<file path="config.mk">
export PLATFORM = sky130hd
export DESIGN_NAME = hex_rgb_to_cmyk_flat
export DESIGN_NICKNAME = d
export VERILOG_FILES = /design/src/sv/hrc_pkg.sv /design/src/sv/hrc_stream_if.sv /design/src/sv/hrc_chan_decode.sv /design/src/sv/hrc_key_merge.sv /design/src/sv/hrc_ink_div.sv /design/src/sv/hex_rgb_to_cmyk.sv /design/src/flat_wrapper.sv
export SDC_FILE = /design/constraint.sdc
export NUM_CORES = 1
export LEC_CHECK = 0
export BUFFER_PORTS_ARGS = -buffer_cell sky130_fd_sc_hd__buf_2
export CAP_MARGIN = 10
export CELL_PAD_IN_SITES_DETAIL_PLACEMENT = 1
export CELL_PAD_IN_SITES_GLOBAL_PLACEMENT = 2
export CORE_ASPECT_RATIO = 0.7
export CORE_UTILIZATION = 30
export CTS_CLUSTER_SIZE = 12
export DETAILED_ROUTE_END_ITERATION = 10
export PLACE_DENSITY = 0.61
export SYNTH_ARGS = -nofsm -noshare
export SYNTH_HDL_FRONTEND = slang
export SYNTH_SLANG_ARGS = --single-unit
</file>
<file path="constraint.sdc">
create_clock -name clk -period 8.67 [get_ports clk]
set_input_delay 0.4335 -clock clk [delete_from_list [all_inputs] [get_ports clk]]
set_output_delay 0.4335 -clock clk [all_outputs]
set_load 0.01 [all_outputs]
</file>
<file path="src/sv/hrc_pkg.sv">
// Shared types, constants and the hex character decoder for the hex color converter.
// Used by the channel decoder, the top level and the testbench.
`default_nettype none

package hrc_pkg;

    localparam int OUT_BITS    = 8;
    localparam int CHAR_BITS   = 8;
    localparam int NIBBLE_BITS = 4;

    localparam logic [NIBBLE_BITS-1:0] NIBBLE_MASK = 4'b1111;

    localparam logic [CHAR_BITS-1:0] CHAR_ZERO    = 8'h30;
    localparam logic [CHAR_BITS-1:0] CHAR_NINE    = 8'h39;
    localparam logic [CHAR_BITS-1:0] CHAR_LOWER_A = 8'h61;
    localparam logic [CHAR_BITS-1:0] CHAR_LOWER_F = 8'h66;
    localparam logic [CHAR_BITS-1:0] CHAR_UPPER_A = 8'h41;
    localparam logic [CHAR_BITS-1:0] CHAR_UPPER_F = 8'h46;
    localparam logic [CHAR_BITS-1:0] LETTER_BASE  = 8'd10;

    typedef struct packed {
        logic [CHAR_BITS-1:0] red_high_digit;
        logic [CHAR_BITS-1:0] red_low_digit;
        logic [CHAR_BITS-1:0] green_high_digit;
        logic [CHAR_BITS-1:0] green_low_digit;
        logic [CHAR_BITS-1:0] blue_high_digit;
        logic [CHAR_BITS-1:0] blue_low_digit;
    } in_word_t;

    typedef struct packed {
        logic [OUT_BITS-1:0] red_level;
        logic [OUT_BITS-1:0] green_level;
        logic [OUT_BITS-1:0] blue_level;
        logic [OUT_BITS-1:0] cyan_ink;
        logic [OUT_BITS-1:0] magenta_ink;
        logic [OUT_BITS-1:0] yellow_ink;
        logic [OUT_BITS-1:0] black_ink;
        logic                bad_digit;
    } out_word_t;

    typedef struct packed {
        logic                   bad;
        logic [NIBBLE_BITS-1:0] value;
    } nib_dec_t;

    // A character that is not a hex digit decodes as zero and is flagged.
    function automatic nib_dec_t decode_nibble(input logic [CHAR_BITS-1:0] c);
        nib_dec_t d;
        d.bad   = 1'b0;
        d.value = '0;
        priority if (c >= CHAR_ZERO && c <= CHAR_NINE)
        begin
            d.value = NIBBLE_BITS'(c - CHAR_ZERO) & NIBBLE_MASK;
        end
        else if (c >= CHAR_LOWER_A && c <= CHAR_LOWER_F)
        begin
            d.value = NIBBLE_BITS'(c - CHAR_LOWER_A + LETTER_BASE) & NIBBLE_MASK;
        end
        else if (c >= CHAR_UPPER_A && c <= CHAR_UPPER_F)
        begin
            d.value = NIBBLE_BITS'(c - CHAR_UPPER_A + LETTER_BASE) & NIBBLE_MASK;
        end
        else
        begin
            d.bad = 1'b1;
        end
        return d;
    endfunction

endpackage

`default_nettype wire

</file>
<file path="src/sv/hrc_stream_if.sv">
// Valid/ready stream interface carrying one word per handshake.
// The word type is set at instantiation, normally a struct from hrc_pkg.
`default_nettype none

interface hrc_stream_if #(parameter type word_t = logic);

    logic  valid;
    logic  ready;
    word_t data;

    modport source (output valid, output data, input ready);
    modport sink   (input valid, input data, output ready);

endinterface

`default_nettype wire

</file>
<file path="src/sv/hrc_chan_decode.sv">
// One decode lane: turns a pair of ASCII hex characters into a channel level.
// Depends on hrc_pkg for the nibble decoder.
`default_nettype none

module hrc_chan_decode #(
    parameter int CHANNEL_BITS = 8
) (
    input  wire logic [hrc_pkg::CHAR_BITS-1:0] high_char,
    input  wire logic [hrc_pkg::CHAR_BITS-1:0] low_char,
    output logic      [CHANNEL_BITS-1:0]       level,
    output logic                               bad
);

    hrc_pkg::nib_dec_t high_dec;
    hrc_pkg::nib_dec_t low_dec;

    assign high_dec = hrc_pkg::decode_nibble(high_char);
    assign low_dec  = hrc_pkg::decode_nibble(low_char);

    // The byte is cut down to the channel width, or zero extended above it.
    assign level = CHANNEL_BITS'({high_dec.value, low_dec.value});
    assign bad   = high_dec.bad | low_dec.bad;

endmodule

`default_nettype wire

</file>
<file path="src/sv/hrc_key_merge.sv">
// Merging stage: finds black as the least inverted channel and forms each
// ink's scaled numerator and the shared divisor. No package dependencies.
`default_nettype none

module hrc_key_merge #(
    parameter int CHANNEL_BITS = 8
) (
    input  wire logic [2:0][CHANNEL_BITS-1:0]   level,
    output logic      [CHANNEL_BITS-1:0]        key,
    output logic      [2:0][2*CHANNEL_BITS-1:0] num,
    output logic      [CHANNEL_BITS-1:0]        den
);

    localparam int CB = CHANNEL_BITS;
    localparam int RW = 2 * CHANNEL_BITS;
    localparam logic [CB-1:0] FULL = '1;

    logic [2:0][CB-1:0] inv;
    logic [2:0][CB-1:0] diff;

    always_comb
    begin
        for (int i = 0; i < 3; i++)
        begin
            inv[i] = FULL - level[i];
        end
        key = inv[0];
        if (inv[1] < key)
        begin
            key = inv[1];
        end
        if (inv[2] < key)
        begin
            key = inv[2];
        end
        // Times full scale is a shift and a subtract.
        for (int i = 0; i < 3; i++)
        begin
            diff[i] = inv[i] - key;
            num[i]  = {diff[i], CB'(0)} - RW'(diff[i]);
        end
        // For pure black every numerator is zero; any nonzero divisor gives zero.
        den = (key == FULL) ? FULL : FULL - key;
    end

endmodule

`default_nettype wire

</file>
<file path="src/sv/hrc_ink_div.sv">
// One ink lane: pipelined restoring divider, one quotient bit per stage.
// The quotient never exceeds full scale, so CHANNEL_BITS stages suffice.
`default_nettype none

module hrc_ink_div #(
    parameter int CHANNEL_BITS = 8
) (
    input  wire logic                        clk,
    input  wire logic [CHANNEL_BITS-1:0]     en,
    input  wire logic [2*CHANNEL_BITS-1:0]   num,
    input  wire logic [CHANNEL_BITS-1:0]     den,
    output logic      [CHANNEL_BITS-1:0]     quotient
);

    localparam int CB = CHANNEL_BITS;
    localparam int RW = 2 * CHANNEL_BITS;

    logic [RW-1:0] rem_reg [CB-1];
    logic [CB-1:0] den_reg [CB-1];
    logic [CB-1:0] quo_reg [CB];

    genvar s;
    generate
        for (s = 0; s < CB; s++)
        begin : g_stage
            logic [RW-1:0] rem_in;
            logic [CB-1:0] den_in;
            logic [CB-1:0] quo_in;
            logic [RW:0]   trial;
            logic [RW-1:0] rem_next;
            logic [CB-1:0] quo_next;

            if (s == 0)
            begin : g_first
                assign rem_in = num;
                assign den_in = den;
                assign quo_in = '0;
            end
            else
            begin : g_rest
                assign rem_in = rem_reg[s-1];
                assign den_in = den_reg[s-1];
                assign quo_in = quo_reg[s-1];
            end

            assign trial    = {1'b0, rem_in} - ({1'b0, RW'(den_in)} << (CB - 1 - s));
            assign rem_next = trial[RW] ? rem_in : trial[RW-1:0];
            assign quo_next = trial[RW] ? quo_in : (quo_in | (CB'(1) << (CB - 1 - s)));

            always_ff @(posedge clk)
            begin
                if (en[s])
                begin
                    quo_reg[s] <= quo_next;
                end
            end

            if (s < CB - 1)
            begin : g_carry
                always_ff @(posedge clk)
                begin
                    if (en[s])
                    begin
                        rem_reg[s] <= rem_next;
                        den_reg[s] <= den_in;
                    end
                end
            end
        end
    endgenerate

    assign quotient = quo_reg[CB-1];

endmodule

`default_nettype wire

</file>
<file path="src/sv/hex_rgb_to_cmyk.sv">
// Hex color to CMYK converter. Takes one word of six ASCII hex characters
// (RRGGBB) per clock and returns the decoded levels, the C, M, Y and K inks
// at full scale 2^CHANNEL_BITS-1, and a flag for any non-hex character. The
// pipeline registers the decode, then the black merge, then one quotient bit
// per stage in the three ink dividers, which run side by side. A new word is
// taken every clock unless every stage is full and the result waits; stalled
// stages collapse bubbles, so intake goes on while any stage is empty.
// Depends on hrc_pkg, hrc_stream_if, hrc_chan_decode, hrc_key_merge, hrc_ink_div.
`default_nettype none

module hex_rgb_to_cmyk #(
    parameter int CHANNEL_BITS = 8
) (
    input  wire logic          clk,
    input  wire logic          rst_n,
    hrc_stream_if.sink         hex,
    hrc_stream_if.source       color
);

    localparam int CB     = CHANNEL_BITS;
    localparam int RW     = 2 * CHANNEL_BITS;
    localparam int STAGES = CHANNEL_BITS + 2;
    localparam int OB     = hrc_pkg::OUT_BITS;

    logic [STAGES-1:0] valid_reg;
    logic [STAGES-1:0] en;

    // Decode lanes
    logic [2:0][CB-1:0] level;
    logic [2:0]         lane_bad;

    hrc_chan_decode #(.CHANNEL_BITS(CB)) u_dec_red (
        .high_char (hex.data.red_high_digit),
        .low_char  (hex.data.red_low_digit),
        .level     (level[0]),
        .bad       (lane_bad[0])
    );

    hrc_chan_decode #(.CHANNEL_BITS(CB)) u_dec_green (
        .high_char (hex.data.green_high_digit),
        .low_char  (hex.data.green_low_digit),
        .level     (level[1]),
        .bad       (lane_bad[1])
    );

    hrc_chan_decode #(.CHANNEL_BITS(CB)) u_dec_blue (
        .high_char (hex.data.blue_high_digit),
        .low_char  (hex.data.blue_low_digit),
        .level     (level[2]),
        .bad       (lane_bad[2])
    );

    logic [2:0][CB-1:0] level_a_reg;
    logic               bad_a_reg;

    always_ff @(posedge clk)
    begin
        if (en[0])
        begin
            level_a_reg <= level;
            bad_a_reg   <= |lane_bad;
        end
    end

    // Merge stage
    logic [CB-1:0]        key;
    logic [2:0][RW-1:0]   num;
    logic [CB-1:0]        den;

    hrc_key_merge #(.CHANNEL_BITS(CB)) u_merge (
        .level (level_a_reg),
        .key   (key),
        .num   (num),
        .den   (den)
    );

    hrc_pkg::out_word_t   side_b_reg;
    logic [2:0][RW-1:0]   num_b_reg;
    logic [CB-1:0]        den_b_reg;

    always_ff @(posedge clk)
    begin
        if (en[1])
        begin
            side_b_reg.red_level   <= OB'(level_a_reg[0]);
            side_b_reg.green_level <= OB'(level_a_reg[1]);
            side_b_reg.blue_level  <= OB'(level_a_reg[2]);
            side_b_reg.cyan_ink    <= '0;
            side_b_reg.magenta_ink <= '0;
            side_b_reg.yellow_ink  <= '0;
            side_b_reg.black_ink   <= OB'(key);
            side_b_reg.bad_digit   <= bad_a_reg;
            num_b_reg              <= num;
            den_b_reg              <= den;
        end
    end

    // Ink divider lanes
    logic [2:0][CB-1:0] ink;

    genvar lane;
    generate
        for (lane = 0; lane < 3; lane++)
        begin : g_ink
            hrc_ink_div #(.CHANNEL_BITS(CB)) u_div (
                .clk      (clk),
                .en       (en[STAGES-1:2]),
                .num      (num_b_reg[lane]),
                .den      (den_b_reg),
                .quotient (ink[lane])
            );
        end
    endgenerate

    // The decoded levels, black and the flag ride alongside the dividers.
    hrc_pkg::out_word_t side_d_reg [CB];

    genvar s;
    generate
        for (s = 0; s < CB; s++)
        begin : g_side
            always_ff @(posedge clk)
            begin
                if (en[s+2])
                begin
                    if (s == 0)
                    begin
                        side_d_reg[s] <= side_b_reg;
                    end
                    else
                    begin
                        side_d_reg[s] <= side_d_reg[(s == 0) ? 0 : s-1];
                    end
                end
            end
        end
    endgenerate

    // A stage loads when it is empty or the stage after it moves on.
    always_comb
    begin
        en[STAGES-1] = !valid_reg[STAGES-1] || color.ready;
        for (int i = STAGES - 2; i >= 0; i--)
        begin
            en[i] = !valid_reg[i] || en[i+1];
        end
    end

    always_ff @(posedge clk or negedge rst_n)
    begin
        if (!rst_n)
        begin
            valid_reg <= '0;
        end
        else
        begin
            for (int i = 0; i < STAGES; i++)
            begin
                if (en[i])
                begin
                    valid_reg[i] <= (i == 0) ? hex.valid : valid_reg[(i == 0) ? 0 : i-1];
                end
            end
        end
    end

    assign hex.ready   = en[0];
    assign color.valid = valid_reg[STAGES-1];

    always_comb
    begin
        color.data             = side_d_reg[CB-1];
        color.data.cyan_ink    = OB'(ink[0]);
        color.data.magenta_ink = OB'(ink[1]);
        color.data.yellow_ink  = OB'(ink[2]);
    end

endmodule

`default_nettype wire

</file>
<file path="src/flat_wrapper.sv">
// flat-port wrapper written by rule: the top's interface ports become plain ports
module hex_rgb_to_cmyk_flat 
#(
    parameter int CHANNEL_BITS = 8
)
  (clk, rst_n, hex_valid, hex_data, hex_ready, color_valid, color_data, color_ready);
  hrc_stream_if #(.word_t(hrc_pkg::in_word_t)) hex_i ();
  hrc_stream_if #(.word_t(hrc_pkg::out_word_t)) color_i ();
  input  wire logic clk;
  input  wire logic rst_n;
  input wire logic [$bits(hex_i.valid)-1:0] hex_valid;
  input wire logic [$bits(hex_i.data)-1:0] hex_data;
  output wire logic [$bits(hex_i.ready)-1:0] hex_ready;
  output wire logic [$bits(color_i.valid)-1:0] color_valid;
  output wire logic [$bits(color_i.data)-1:0] color_data;
  input wire logic [$bits(color_i.ready)-1:0] color_ready;
  assign hex_i.valid = hex_valid;
  assign hex_i.data = hex_data;
  assign hex_ready = hex_i.ready;
  assign color_valid = color_i.valid;
  assign color_data = color_i.data;
  assign color_i.ready = color_ready;
  hex_rgb_to_cmyk #(.CHANNEL_BITS(CHANNEL_BITS)) u_core (.clk(clk), .rst_n(rst_n), .hex(hex_i), .color(color_i));
endmodule
</file>
==> summary.md <==
| Metric | Value |
|---|---|
| Outcome | `completed` |
| Area leader, netlist | `edfxtp_1` |
| Setup TNS | `0 ps` |
| Final wirelength | `99240 um` |
| Max VDD drop | `0.1732 mV` |
| Ys async rst share | `0.01126` |
| Total Die Area | `139800 um2` |
| Core Area | `136400 um2` |
| Library cells used by synthesis | `91` |
| Worst-margin pin slew | `1049 ps` |
| Final worst slack | `710.2 ps` |
| Commonest non-fill, non-tap cell in the layout | `edfxtp_1` |
| Die Width | `446.4 um` |
| Avg WL per Cell | `19.10 um` |
| Synth area leaders | `edfxtp_1 (64%), ha_1 (7.3%), a21oi_1 (2.6%)` |
| Post-route antenna net violation count | `0` |
| Xor/xnor share of the synthesized area | `0.03366` |
| Total GRT Usage | `0.1429` |
| Most frequent cells in the layout | `edfxtp_1 (878), inv_1 (264), ha_1 (242)` |
| Hold crit path type | `in2reg` |
| Synthesized cell area | `41480 um2` |
| Cell class contributing the biggest share of worst-path delay | `compound AO/OA/AOI/OAI gates` |
| CTS tree | `done` |
| Root Driver | `clkbuf_16` |
| Initial antenna violation count | `8` |
| Hpwl dp | `74700 um` |
| Top FF cell, synth | `edfxtp_1` |
| Clk sinks | `888` |
| Final Instance Area | `46900 um2` |
| Clk_lat worst skew | `680 ps` |
| Area share of fa/ha/maj cells after synthesis | `0.08338` |
| RSZ-0062 raised after global routing | `false` |
| Max-cap viol count | `0` |
| Routability cong. | `0.8044` |
| Max-slew headroom | `0.2930` |
| Gr ovfl total | `0` |
| Post-synthesis compound-gate area fraction | `0.09599` |
| CP max stage delay | `640 ps` |
| Clock Path Buffers | `3` |
| Largest net degree at the start of global routing | `94` |
| Tmin final | `7960 ps` |
| Post-synthesis register bit count | `888` |
| Pwr Total | `20.58 mW` |
| Max reg flops | `336` |
| Die span in y | `313.1 um` |
| TritonCTS Buffers | `92` |
| Synth top area share | `0.6356` |
| Crit path buf inv count | `4` |
| Cell Rows | `113` |
| H-tree Lvls | `3` |
| Crit-path max FO | `14` |
| Via count | `24100` |
| CP Class | `reg2reg` |
| Mapped Cells | `3145` |
| Synthesized area per cell | `13.19 um2` |
| N_diodes | `0` |
| PwrDens | `438.8 nW/um2` |
| Slowest-stage cell, CP | `mux4_2` |
| Critical Path Source Type | `register` |
| Final Hold Vio Count | `0` |
| Vias/cell | `4.639` |
| Fmax | `125.6 MHz` |
| Layout Area Growth over Synthesis | `13.07%` |
| Simple-gate share of the synthesized area | `0.09924` |
| Synth Warn # | `0` |
| Largest family of logic cells by synthesized area | `simple AND/OR/NAND/NOR gates` |
| DRT iter0 DRCs | `1411` |
| CP Data Required Time | `9060 ps` |
| Setup violators final | `0` |
| Layout cells sized above 1 | `0.09776` |
| Drt pass-1 iters | `5` |
| Global-route wire length before repair | `151700 um` |
| Pleak | `18.06 nW` |
| Tcrit/Tclk final | `0.9181` |
| Ports | `111` |
| Clock transition at path regs | `60 ps` |
| Crit. End Element | `register` |
| Syn nets | `3460` |
| Port buffer count | `110` |
| Post-DP Area | `44120 um2` |
| Fin. max-slew vios | `0` |
| Top cell by count, worst path | `ha_1` |
| DRC Markers | `0` |
| Sequential fraction of the synthesis area | `0.6417` |
| Vias in the first global route | `24680` |
| Pre-CTS setup slack | `784.4 ps` |
| Clock skew | `30.89 ps` |
| Initial Utilization | `0.3040` |
| Crit path arrival time | `8350 ps` |
| Nets@finish | `3604` |
| EDFF count, synth | `878` |
| Mux cell area share after synthesis | `0.01035` |
-- worst min-delay path: cells and delay by family --
family                 cells  cell delay, ps
buffers and inverters      1             130
AO/OA/AOI/OAI              1              60
AND/OR/NAND/NOR            1              50
-- per-layer routing --
layer / vias to the layer above / track usage / wire length [um]
li1: 11830 / - / -
met1: 11800 / 0.2177 / 51890
met2: 366 / 0.2063 / 40920
met3: 106 / 0.03273 / 4886
met4: 0 / 0.02687 / 1545
met5: - / 0 / 0
-- cells by family after synthesis --
logic type,Yosys count
compound gates,635
buf+inv,355
flops,888
fa+ha+maj,264
xor+xnor,156
simple gates,809
mux,38
-- report_power, final --
part / internal (mW) / total, mW / switching, mW
clock: 2.03 / 3.69 / 1.66
combinational: 3.39 / 8.40 / 5.01
sequential: 7.44 / 8.49 / 1.05
total: 12.9 / 20.6 / 7.72
-- per-stage QoR --
step	util	hold WS, ps	std cells
2_1_floorplan	-	137.9	3145
3_3_place_gp	0.3233	320.5	5033
3_5_place_dp	0.3233	325.1	5033
4_1_cts	0.3437	67.29	5195
5_1_grt	0.3437	94.33	5195
6_report	0.3437	118.8	5195
-- path summary, 6_finish.rpt --
path | from | end | slack [ps] | depth (start not counted)
worst max-delay path | u_core.level_a_reg[9] | u_core.num_b_reg[41] | 710 | 25
worst min-delay path | hex_data[2] | u_core.level_a_reg[18] | 120 | 3
worst max register to register | u_core.level_a_reg[9] | u_core.num_b_reg[41] | 710 | 25
worst min register to register | u_core.g_ink[2].u_div.quo_reg[1][3] | u_core.g_ink[2].u_div.quo_reg[1][11] | 400 | 0
max in group asynchronous | rst_n | u_core.valid_reg[1] | 8270 | 2
min in group asynchronous | rst_n | u_core.valid_reg[8] | 170 | 2
-- synth_stat cells (58+ instances only) --
cell and count:
edfxtp_1 878, a21o_1 58, a21oi_1 212, nor2_1 213, ha_1 242, o21ai_0 167, nand3_1 64, nand2_1 177
nand2b_1 98, xnor2_1 93, xor2_1 59, inv_1 268
-- cell type report --
class | instances | area [um2]
clock buffers | 126 | 2471
clock inverters | 34 | 292.8
fillers | 14420 | 89540
inverters | 269 | 1016
multi-input cells | 1902 | 13450
flip-flops and latches | 888 | 26620
well taps | 1840 | 2302
repair buffers | 136 | 750.7
-- repair_timing --
action | in CTS | in global routing
hold buffers | 2 | 0
hold endpoints to repair | 11 | 0
setup buffers | 0 | 0
resized for setup | 0 | 0
Power figures use the tool's default switching activity.
